**src/rtl/core/drs_pkg.sv**
```systemverilog
`default_nettype none

package drs_pkg;

   localparam int FIELD_WIDTH   = 32;
   localparam int FOURIER_WIDTH = 18;
   localparam int DECAY_WIDTH   = 16;
   localparam int COEF_FRAC     = 16;
   localparam int CSR_ADDR_WIDTH = 4;
   localparam int CMD_DEPTH     = 4;
   localparam int OUT_DEPTH     = 4;
   localparam int OUT_COUNT_WIDTH = $clog2(OUT_DEPTH) + 1;

   typedef enum logic [1:0] {
      REG_FOURIER,
      REG_DECAY,
      REG_LEFT,
      REG_RIGHT
   } reg_index_type;

   typedef enum logic [1:0] {
      PTS_NONE,
      PTS_ONE,
      PTS_MANY
   } point_state_type;

   typedef struct packed {
      logic left_en;
      logic int_en;
      logic right_en;
   } cmd_flags_type;

endpackage

`default_nettype wire

```
**src/rtl/core/diffusion_reaction_stencil_step.sv**
```systemverilog
// One explicit diffusion-reaction time step over a streamed row of grid points.
// Input queue side: req_concentration and req_row_end are taken when push is
// high and full is low; req_row_end marks the last point of a row.
// Result queue side: while empty is low the oldest result sits on the rsp_
// ports and is taken when pop is high. A row of n points gives n results:
// left_boundary first, right_boundary last with rsp_row_done set, and each
// interior value once its right neighbor has arrived. rsp_run_last flags the
// last result caused by one input transaction.
// Throughput: one input transaction per cycle while full is low; a row-end
// point that also completes an interior value issues two results through the
// shared arithmetic pipe.
// Each result passes through the command queue, the laplacian and decay
// product register, the gain product register with clamp and the result
// queue before it is visible on the rsp_ ports.
// Configuration registers sit at byte addresses 0, 4, 8 and 12 and must be
// written only while the block is idle; the block itself does not enforce this.
// Reset empties both queues and clears the row state and the registers.
// A stalled receiver fills the 4-entry result queue, then the 4-entry command
// queue, after which full rises.
`default_nettype none

module diffusion_reaction_stencil_step #(
   parameter int CONC_WIDTH = 32
) (
   input  wire logic                                 clock,
   input  wire logic                                 reset,
   input  wire logic                                 push,
   output logic                                      full,
   input  wire logic [drs_pkg::FIELD_WIDTH-1:0]      req_concentration,
   input  wire logic                                 req_row_end,
   output logic                                      empty,
   input  wire logic                                 pop,
   output logic [drs_pkg::FIELD_WIDTH-1:0]           rsp_new_concentration,
   output logic                                      rsp_row_done,
   output logic                                      rsp_run_last,
   input  wire logic                                 psel,
   input  wire logic                                 penable,
   input  wire logic                                 pwrite,
   input  wire logic [drs_pkg::CSR_ADDR_WIDTH-1:0]   paddr,
   input  wire logic [31:0]                          pwdata,
   output logic [31:0]                               prdata,
   output logic                                      pready
);

   localparam int W  = CONC_WIDTH;
   localparam int CDW = 3 * W + $bits(drs_pkg::cmd_flags_type);

   logic [drs_pkg::FOURIER_WIDTH-1:0] fourier_ff;
   logic [drs_pkg::DECAY_WIDTH-1:0]   decay_ff;
   logic [drs_pkg::FIELD_WIDTH-1:0]   left_ff;
   logic [drs_pkg::FIELD_WIDTH-1:0]   right_ff;
   drs_pkg::reg_index_type            reg_index;
   logic                              csr_write;

   logic                   cmd_push, cmd_full, cmd_pop, cmd_empty;
   logic [W-1:0]           f_prev, f_mid, f_next;
   drs_pkg::cmd_flags_type f_flags;
   logic [CDW-1:0]         cmd_wdata, cmd_rdata;
   logic [$clog2(drs_pkg::CMD_DEPTH):0] cmd_count;

   logic                   out_push, out_full;
   logic [W+1:0]           out_wdata, out_rdata;
   logic [drs_pkg::OUT_COUNT_WIDTH-1:0] out_count;

   // register port
   assign pready    = 1'b1;
   assign reg_index = drs_pkg::reg_index_type'(paddr[3:2]);
   assign csr_write = psel & penable & pwrite & pready;

   always_comb begin
      case (reg_index)
         drs_pkg::REG_FOURIER: prdata = 32'(fourier_ff);
         drs_pkg::REG_DECAY:   prdata = 32'(decay_ff);
         drs_pkg::REG_LEFT:    prdata = left_ff;
         drs_pkg::REG_RIGHT:   prdata = right_ff;
         default:              prdata = '0;
      endcase
   end

   always_ff @(posedge clock) begin
      if (reset) begin
         fourier_ff <= '0;
         decay_ff   <= '0;
         left_ff    <= '0;
         right_ff   <= '0;
      end else if (csr_write) begin
         case (reg_index)
            drs_pkg::REG_FOURIER: fourier_ff <= pwdata[drs_pkg::FOURIER_WIDTH-1:0];
            drs_pkg::REG_DECAY:   decay_ff   <= pwdata[drs_pkg::DECAY_WIDTH-1:0];
            drs_pkg::REG_LEFT:    left_ff    <= pwdata;
            drs_pkg::REG_RIGHT:   right_ff   <= pwdata;
            default:              fourier_ff <= fourier_ff;
         endcase
      end
   end

   drs_front #(.CONC_WIDTH(W)) u_front (
      .clock     (clock),
      .reset     (reset),
      .push      (push),
      .conc      (W'(req_concentration)),
      .row_end   (req_row_end),
      .full      (full),
      .cmd_push  (cmd_push),
      .cmd_full  (cmd_full),
      .cmd_prev  (f_prev),
      .cmd_mid   (f_mid),
      .cmd_next  (f_next),
      .cmd_flags (f_flags)
   );

   assign cmd_wdata = {f_flags, f_prev, f_mid, f_next};

   drs_queue #(.DATA_WIDTH(CDW), .DEPTH(drs_pkg::CMD_DEPTH)) u_cmd_queue (
      .clock     (clock),
      .reset     (reset),
      .push      (cmd_push),
      .push_data (cmd_wdata),
      .full      (cmd_full),
      .pop       (cmd_pop),
      .pop_data  (cmd_rdata),
      .empty     (cmd_empty),
      .count     (cmd_count)
   );

   drs_back #(.CONC_WIDTH(W)) u_back (
      .clock          (clock),
      .reset          (reset),
      .fourier_number (fourier_ff),
      .decay_per_step (decay_ff),
      .left_boundary  (W'(left_ff)),
      .right_boundary (W'(right_ff)),
      .cmd_empty      (cmd_empty),
      .cmd_pop        (cmd_pop),
      .cmd_prev       (cmd_rdata[3*W-1:2*W]),
      .cmd_mid        (cmd_rdata[2*W-1:W]),
      .cmd_next       (cmd_rdata[W-1:0]),
      .cmd_flags      (drs_pkg::cmd_flags_type'(cmd_rdata[CDW-1:3*W])),
      .out_count      (out_count),
      .out_push       (out_push),
      .out_data       (out_wdata)
   );

   drs_queue #(.DATA_WIDTH(W + 2), .DEPTH(drs_pkg::OUT_DEPTH)) u_out_queue (
      .clock     (clock),
      .reset     (reset),
      .push      (out_push),
      .push_data (out_wdata),
      .full      (out_full),
      .pop       (pop),
      .pop_data  (out_rdata),
      .empty     (empty),
      .count     (out_count)
   );

   assign rsp_new_concentration = drs_pkg::FIELD_WIDTH'(out_rdata[W-1:0]);
   assign rsp_run_last          = out_rdata[W];
   assign rsp_row_done          = out_rdata[W+1];

   // no result may be dropped at the result queue
   assert property (@(posedge clock) disable iff (reset) !(out_push && out_full))
      else $error("result pushed into full result queue");

   assert property (@(posedge clock) disable iff (reset) cmd_pop |-> !cmd_empty)
      else $error("command popped from empty queue");

   assert property (@(posedge clock) disable iff (reset)
      $past(reset) |-> (cmd_count == '0 && empty))
      else $error("queues not empty after reset");

endmodule

`default_nettype wire

```
**src/rtl/core/drs_queue.sv**
```systemverilog
`default_nettype none

module drs_queue #(
   parameter int DATA_WIDTH = 8,
   parameter int DEPTH = 4
) (
   input  wire logic                       clock,
   input  wire logic                       reset,
   input  wire logic                       push,
   input  wire logic [DATA_WIDTH-1:0]      push_data,
   output logic                            full,
   input  wire logic                       pop,
   output logic [DATA_WIDTH-1:0]           pop_data,
   output logic                            empty,
   output logic [$clog2(DEPTH):0]          count
);

   localparam int AW = $clog2(DEPTH);

   logic [DATA_WIDTH-1:0] mem_ff [DEPTH];
   logic [AW-1:0] wr_ptr_ff, wr_ptr_in;
   logic [AW-1:0] rd_ptr_ff, rd_ptr_in;
   logic [AW:0]   count_ff, count_in;
   logic          do_push, do_pop;

   assign full    = (count_ff == (AW+1)'(DEPTH));
   assign empty   = (count_ff == '0);
   assign do_push = push & ~full;
   assign do_pop  = pop & ~empty;
   assign count   = count_ff;
   assign pop_data = mem_ff[rd_ptr_ff];

   always_comb begin
      wr_ptr_in = do_push ? wr_ptr_ff + AW'(1) : wr_ptr_ff;
      rd_ptr_in = do_pop ? rd_ptr_ff + AW'(1) : rd_ptr_ff;
      count_in  = count_ff + (AW+1)'(do_push) - (AW+1)'(do_pop);
   end

   always_ff @(posedge clock) begin
      if (do_push) begin
         mem_ff[wr_ptr_ff] <= push_data;
      end
   end

   always_ff @(posedge clock) begin
      if (reset) begin
         wr_ptr_ff <= '0;
         rd_ptr_ff <= '0;
         count_ff  <= '0;
      end else begin
         wr_ptr_ff <= wr_ptr_in;
         rd_ptr_ff <= rd_ptr_in;
         count_ff  <= count_in;
      end
   end

endmodule

`default_nettype wire

```
**src/rtl/core/drs_front.sv**
```systemverilog
`default_nettype none

module drs_front #(
   parameter int CONC_WIDTH = 32
) (
   input  wire logic                    clock,
   input  wire logic                    reset,
   input  wire logic                    push,
   input  wire logic [CONC_WIDTH-1:0]   conc,
   input  wire logic                    row_end,
   output logic                         full,
   output logic                         cmd_push,
   input  wire logic                    cmd_full,
   output logic [CONC_WIDTH-1:0]        cmd_prev,
   output logic [CONC_WIDTH-1:0]        cmd_mid,
   output logic [CONC_WIDTH-1:0]        cmd_next,
   output drs_pkg::cmd_flags_type       cmd_flags
);

   drs_pkg::point_state_type state_ff, state_in;
   logic [CONC_WIDTH-1:0] older_ff, older_in;
   logic [CONC_WIDTH-1:0] middle_ff, middle_in;
   logic accept;

   assign full   = cmd_full;
   assign accept = push & ~cmd_full;

   // next state
   always_comb begin
      state_in = state_ff;
      if (accept) begin
         if (row_end) begin
            state_in = drs_pkg::PTS_NONE;
         end else begin
            case (state_ff)
               drs_pkg::PTS_NONE: state_in = drs_pkg::PTS_ONE;
               drs_pkg::PTS_ONE:  state_in = drs_pkg::PTS_MANY;
               drs_pkg::PTS_MANY: state_in = drs_pkg::PTS_MANY;
               default:           state_in = drs_pkg::PTS_NONE;
            endcase
         end
      end
   end

   // classification
   always_comb begin
      cmd_flags = '0;
      case (state_ff)
         drs_pkg::PTS_NONE: cmd_flags.left_en = ~row_end;
         drs_pkg::PTS_ONE:  cmd_flags.left_en = 1'b0;
         drs_pkg::PTS_MANY: cmd_flags.int_en  = 1'b1;
         default:           cmd_flags = '0;
      endcase
      cmd_flags.right_en = row_end;
      cmd_push = accept & (cmd_flags.left_en | cmd_flags.int_en | cmd_flags.right_en);
      cmd_prev = older_ff;
      cmd_mid  = middle_ff;
      cmd_next = conc;
   end

   always_comb begin
      older_in  = accept ? middle_ff : older_ff;
      middle_in = accept ? conc : middle_ff;
   end

   always_ff @(posedge clock) begin
      if (reset) begin
         state_ff  <= drs_pkg::PTS_NONE;
         older_ff  <= '0;
         middle_ff <= '0;
      end else begin
         state_ff  <= state_in;
         older_ff  <= older_in;
         middle_ff <= middle_in;
      end
   end

endmodule

`default_nettype wire

```
**src/rtl/core/drs_back.sv**
```systemverilog
`default_nettype none

module drs_back #(
   parameter int CONC_WIDTH = 32
) (
   input  wire logic                                   clock,
   input  wire logic                                   reset,
   input  wire logic [drs_pkg::FOURIER_WIDTH-1:0]      fourier_number,
   input  wire logic [drs_pkg::DECAY_WIDTH-1:0]        decay_per_step,
   input  wire logic [CONC_WIDTH-1:0]                  left_boundary,
   input  wire logic [CONC_WIDTH-1:0]                  right_boundary,
   input  wire logic                                   cmd_empty,
   output logic                                        cmd_pop,
   input  wire logic [CONC_WIDTH-1:0]                  cmd_prev,
   input  wire logic [CONC_WIDTH-1:0]                  cmd_mid,
   input  wire logic [CONC_WIDTH-1:0]                  cmd_next,
   input  wire drs_pkg::cmd_flags_type                 cmd_flags,
   input  wire logic [drs_pkg::OUT_COUNT_WIDTH-1:0]    out_count,
   output logic                                        out_push,
   output logic [CONC_WIDTH+1:0]                       out_data
);

   localparam int W   = CONC_WIDTH;
   localparam int LW  = W + 2;
   localparam int PW  = W + drs_pkg::FOURIER_WIDTH + 2;
   localparam int DW  = PW - drs_pkg::COEF_FRAC;
   localparam int CPW = W + drs_pkg::COEF_FRAC;
   localparam int VW  = W + 5;
   localparam int KW  = drs_pkg::OUT_COUNT_WIDTH + 1;

   logic second_ff, second_in;
   logic credit_ok, issue, do_int;

   logic                 s1_valid_ff, s1_valid_in;
   logic                 s1_int_ff;
   logic                 s1_done_ff;
   logic                 s1_last_ff;
   logic [W-1:0]         s1_conc_ff;
   logic [W-1:0]         s1_bval_ff;
   logic signed [LW-1:0] s1_lap_ff;
   logic [CPW-1:0]       s1_cprod_ff;
   logic [LW-1:0]        lap_in;
   logic [CPW-1:0]       cprod_in;
   logic [W-1:0]         bval_in;

   logic                 s2_valid_ff;
   logic                 s2_int_ff;
   logic                 s2_done_ff;
   logic                 s2_last_ff;
   logic [W-1:0]         s2_conc_ff;
   logic [W-1:0]         s2_bval_ff;
   logic signed [PW-1:0] s2_dprod_ff;
   logic [W-1:0]         s2_clear_ff;
   logic signed [PW-1:0] dprod_in;

   logic signed [DW-1:0] diff;
   logic signed [VW-1:0] sum;
   logic [W-1:0]         clamped;
   logic [W-1:0]         result;

   // results in flight plus queued must fit in the output queue
   assign credit_ok = (KW'(out_count) + KW'(s1_valid_ff) + KW'(s2_valid_ff))
                      < KW'(drs_pkg::OUT_DEPTH);
   assign issue  = ~cmd_empty & credit_ok;
   assign do_int = cmd_flags.int_en & ~second_ff;

   always_comb begin
      cmd_pop     = issue & ~(do_int & cmd_flags.right_en);
      second_in   = issue ? (do_int & cmd_flags.right_en) : second_ff;
      s1_valid_in = issue;
      lap_in      = {2'b00, cmd_prev} + {2'b00, cmd_next} - {1'b0, cmd_mid, 1'b0};
      cprod_in    = CPW'(decay_per_step) * CPW'(cmd_mid);
      bval_in     = cmd_flags.right_en ? right_boundary : left_boundary;
   end

   always_comb begin
      dprod_in = PW'(s1_lap_ff) * PW'($signed({1'b0, fourier_number}));
   end

   always_comb begin
      diff = s2_dprod_ff[PW-1:drs_pkg::COEF_FRAC];
      sum  = VW'($signed({1'b0, s2_conc_ff})) + VW'(diff)
             - VW'($signed({1'b0, s2_clear_ff}));
      if (sum[VW-1]) begin
         clamped = '0;
      end else if (sum[VW-2:W] != '0) begin
         clamped = '1;
      end else begin
         clamped = sum[W-1:0];
      end
      result   = s2_int_ff ? clamped : s2_bval_ff;
      out_push = s2_valid_ff;
      out_data = {s2_done_ff, s2_last_ff, result};
   end

   always_ff @(posedge clock) begin
      if (issue) begin
         s1_int_ff   <= do_int;
         s1_done_ff  <= ~do_int & cmd_flags.right_en;
         s1_last_ff  <= ~(do_int & cmd_flags.right_en);
         s1_conc_ff  <= cmd_mid;
         s1_bval_ff  <= bval_in;
         s1_lap_ff   <= $signed(lap_in);
         s1_cprod_ff <= cprod_in;
      end
      if (s1_valid_ff) begin
         s2_int_ff   <= s1_int_ff;
         s2_done_ff  <= s1_done_ff;
         s2_last_ff  <= s1_last_ff;
         s2_conc_ff  <= s1_conc_ff;
         s2_bval_ff  <= s1_bval_ff;
         s2_dprod_ff <= dprod_in;
         s2_clear_ff <= s1_cprod_ff[drs_pkg::COEF_FRAC +: W];
      end
   end

   always_ff @(posedge clock) begin
      if (reset) begin
         second_ff   <= 1'b0;
         s1_valid_ff <= 1'b0;
         s2_valid_ff <= 1'b0;
      end else begin
         second_ff   <= second_in;
         s1_valid_ff <= s1_valid_in;
         s2_valid_ff <= s1_valid_ff;
      end
   end

endmodule

`default_nettype wire
```
**config.mk**
```make
export PLATFORM = sky130hd
export DESIGN_NAME = diffusion_reaction_stencil_step
export DESIGN_NICKNAME = d
export VERILOG_FILES = /design/src/rtl/core/drs_pkg.sv /design/src/rtl/core/diffusion_reaction_stencil_step.sv /design/src/rtl/core/drs_queue.sv /design/src/rtl/core/drs_front.sv /design/src/rtl/core/drs_back.sv
export SDC_FILE = /design/constraint.sdc
export NUM_CORES = 2
export LEC_CHECK = 0
export BUFFER_PORTS_ARGS = -buffer_cell sky130_fd_sc_hd__buf_4
export CAP_MARGIN = 40
export CELL_PAD_IN_SITES_DETAIL_PLACEMENT = 1
export CELL_PAD_IN_SITES_GLOBAL_PLACEMENT = 1
export CORE_MARGIN = 8
export CORE_UTILIZATION = 53
export CTS_CLUSTER_DIAMETER = 150
export DETAILED_ROUTE_END_ITERATION = 8
export GPL_ROUTABILITY_DRIVEN = 0
export PLACE_DENSITY = 0.88
export REMOVE_ABC_BUFFERS = 1
export SLEW_MARGIN = 10
export SYNTH_ARGS = -nofsm -noshare
export SYNTH_HDL_FRONTEND = slang
export SYNTH_SLANG_ARGS = --single-unit
```
**constraint.sdc**
```tcl
create_clock -name clock -period 10.25 [get_ports clock]
set_input_delay 2.05 -clock clock [delete_from_list [all_inputs] [get_ports clock]]
set_output_delay 2.05 -clock clock [all_outputs]
set_load 0.01 [all_outputs]
```
==> flow_summary.yaml <==
yosys:
  yosys_warnings: 0
  ys_types: 77
  synth_edf_count: 796
  ys_ff_latch: 981
  netlist_area_sq_um: 77400
  synthCells: 6920
  seq_area_frac_synth_pct: 35.7
  avgSynthCellArea_sq_um: 11.2
  ys_async_sr_fraction_pct: 0
  synth_ff_type: "edfxtp_1"
sta:
  rsz0062_at_grt: "false"
  period_needed_ps: 9040
  worstMarginPinSlew_ps: 999
  hold_viol: 0
  slew_headroom_pct: 32.7
  post-route-period-util_pct: 88.2
  maxSlewViolCount: 0
  fin_skew_ps: 79.6
  finalWorstSetupSlack_ps: 1210
  whs_ps: 382
  setup_viol: 0
  max_freq_mhz: 111
hold_path:
  hold_class: "reg2reg"
  hold_depth: 0
worst_setup_path:
  path_cells: "buf_4, mux4_2, nand2_1, fa_1, inv_1, fa_1, fa_1, fa_1, fa_1, inv_1, fa_1, inv_1, ha_1, a21oi_1, o211a_1, a221oi_1, o21a_1, o211ai_1, nand3_1, a31oi_1, o21ai_0, a21oi_1, xnor2_1"
  arrival_ps: 9560
  cpMostUsedCell: "fa_1"
  max_stage_delay_ps: 770
  path_max_fanout: 32
  path_buf_inv: 4
  crit_path_top_delay_cell: "mux4_2"
  worst_r2r_path_depth: 23
  cp-start-kind: "register"
  crit_cells: 23
  path_class: "reg2reg"
  cp.required_ps: 10770
  cpLargestDelayFamily: "adder cells"
  end_kind: "register"
floorplan:
  die_area_sq_um: 159000
  core_area_sq_um: 145000
  ios: 145
  dieWidth_microns: 398
  initial_utilization_pct: 53.2
  die_h_microns: 398
  rows: 140
drt:
  wirelength_microns: 296000
  post-route-drc-count: 0
  drtPass1Iterations: 9
  drt_iter0_markers: 7667
  wl_per_cell_microns: 32.9
  via_count: 58800
  vias_per_cell: 6.55
  final_antenna_net_count: 0
placed_design:
  port_buffers: 141
  placed_area_sq_um: 80700
  pre_cts_slack_ps: 1740
  place_hpwl_microns: 183000
job:
  maxCapViolations: 0
clocking:
  cts.path.max_buffers: 3
  cts.clk_slew.worst_paths_ps: 80
  post_cts_buffers: 0
  htree_levels: 3
  clock_sinks: 981
  cts_made_buffers: 102
  ctsResizeCount: 0
  clockRootBuffer: "clkbuf_16"
  cts_hold_buf: 0
  cts_tree: "done"
  clk_latency_ps: 800
global_route:
  grt_pass1_wl_microns: 420000
  overflow: 0
  grt_start_max_net_pins: 99
  antenna_found_initial: 36
  track_usage_pct: 35.4
  grt_pass1_vias: 66300
finish:
  syn_to_final_growth_pct: 8.95
  finalNetCount: 8404
  drive_above_1_share_pct: 9.38
  utilization_pct: 58.0
  fin_area_sq_um: 84300
pwr:
  power_density_nw_per_um2: 255
  power.leakage_nw: 36.7
  vdd_drop_max_v: 0.000208
outcome:
  status: "complete, no violations"
synth_stat cells (42+ instances only):
cell | count | area share [%]
a21o_1 | 116 | 1.1
mux4_2 | 148 | 4.3
dfxtp_1 | 185 | 4.8
clkbuf_1 | 281 | 1.4
ha_1 | 358 | 5.8
a21oi_1 | 317 | 2.0
and2_1 | 436 | 3.5
nand2_1 | 1100 | 5.3
buf_1 | 42 | 0.20
o21ai_0 | 78 | 0.50
xnor2_1 | 102 | 1.2
inv_1 | 1315 | 6.4
edfxtp_1 | 796 | 31
nor2_1 | 89 | 0.43
fa_1 | 1036 | 27
xor2_1 | 67 | 0.76
registers in the layout, indices dropped and copies added (netlist names), 34 cells and up, named ones only:
register            count
u_out_queue.mem_ff    136
u_cmd_queue.mem_ff    392
u_back.s2_dprod_ff     36
u_back.s1_lap_ff       34
metrics by stage:
step,total power (W),instances,setup TNS [ps]
after floorplan,0.0123,6587,-1100
after global placement,0.0152,8713,0
after detailed placement,0.0161,8739,0
after CTS,0.0205,8933,0
after global routing,0.0219,8949,0
final,0.0215,8974,0
layer usage:
layer / up-vias / track usage (%) / wire, microns
li1: 22100 / - / -
met1: 29600 / 39.3 / 93200
met2: 5046 / 58.5 / 138000
met3: 2029 / 10.6 / 36200
met4: 18 / 24.9 / 28500
met5: - / 0 / 178
layout by cell type (no fill, tap or decap), types with 33 or more instances in the layout:
cell and n:
buf_4 209, xnor2_1 102, inv_1 1314, mux4_2 148
dfxtp_1 157, xor2_1 67, clkbuf_16 103, nand2_1 1100
a21o_1 116, fa_1 1036, diode_2 33, and2_1 432
ha_1 358, a21oi_1 317, nand3_1 33, o21ai_0 78
nor2_1 89, edfxtp_1 796
cell families after synthesis:
group | synth area share (%)
AO/OA/AOI/OAI | 5.98
XOR/XNOR | 1.91
adder cells (fa/ha/maj) | 32.6
buffers and inverters | 8.04
flip-flops | 35.7
multiplexers | 5.06
other | 0.00484
AND/OR/NAND/NOR | 10.8
where the power goes:
part / internal, W / total [W] / switching [W]
logic: 0.00348 / 0.0110 / 0.00756
clock network: 0.00220 / 0.00403 / 0.00183
registers: 0.00568 / 0.00647 / 0.000785
total: 0.0114 / 0.0215 / 0.0102
final timing paths:
path              slack, ps                              from                          endpoint
setup / recovery       1210                          register  u_back.s1_cprod_ff[44]$_DFFE_PP_
hold / removal          380  u_back.s1_cprod_ff[23]$_DFFE_PP_   u_back.s2_clear_ff[7]$_DFFE_PP_
setup reg to reg       1210                          register  u_back.s1_cprod_ff[44]$_DFFE_PP_
hold reg to reg         380  u_back.s1_cprod_ff[23]$_DFFE_PP_   u_back.s2_clear_ff[7]$_DFFE_PP_
layout make-up:
type                            count  area (sq um)
Fill cell                       14900         61100
Multi-Input combinational cell   4291         43600
Sequential cell                   981         27600
Inverter                         1315          4940
Clock buffer                      131          2760
Tap cell                         1917          2400
Timing Repair Buffer              243          2190
Clock inverter                     63           699
Antenna cell                       33          82.6
No activity file was read; power rests on OpenSTA's default activity.
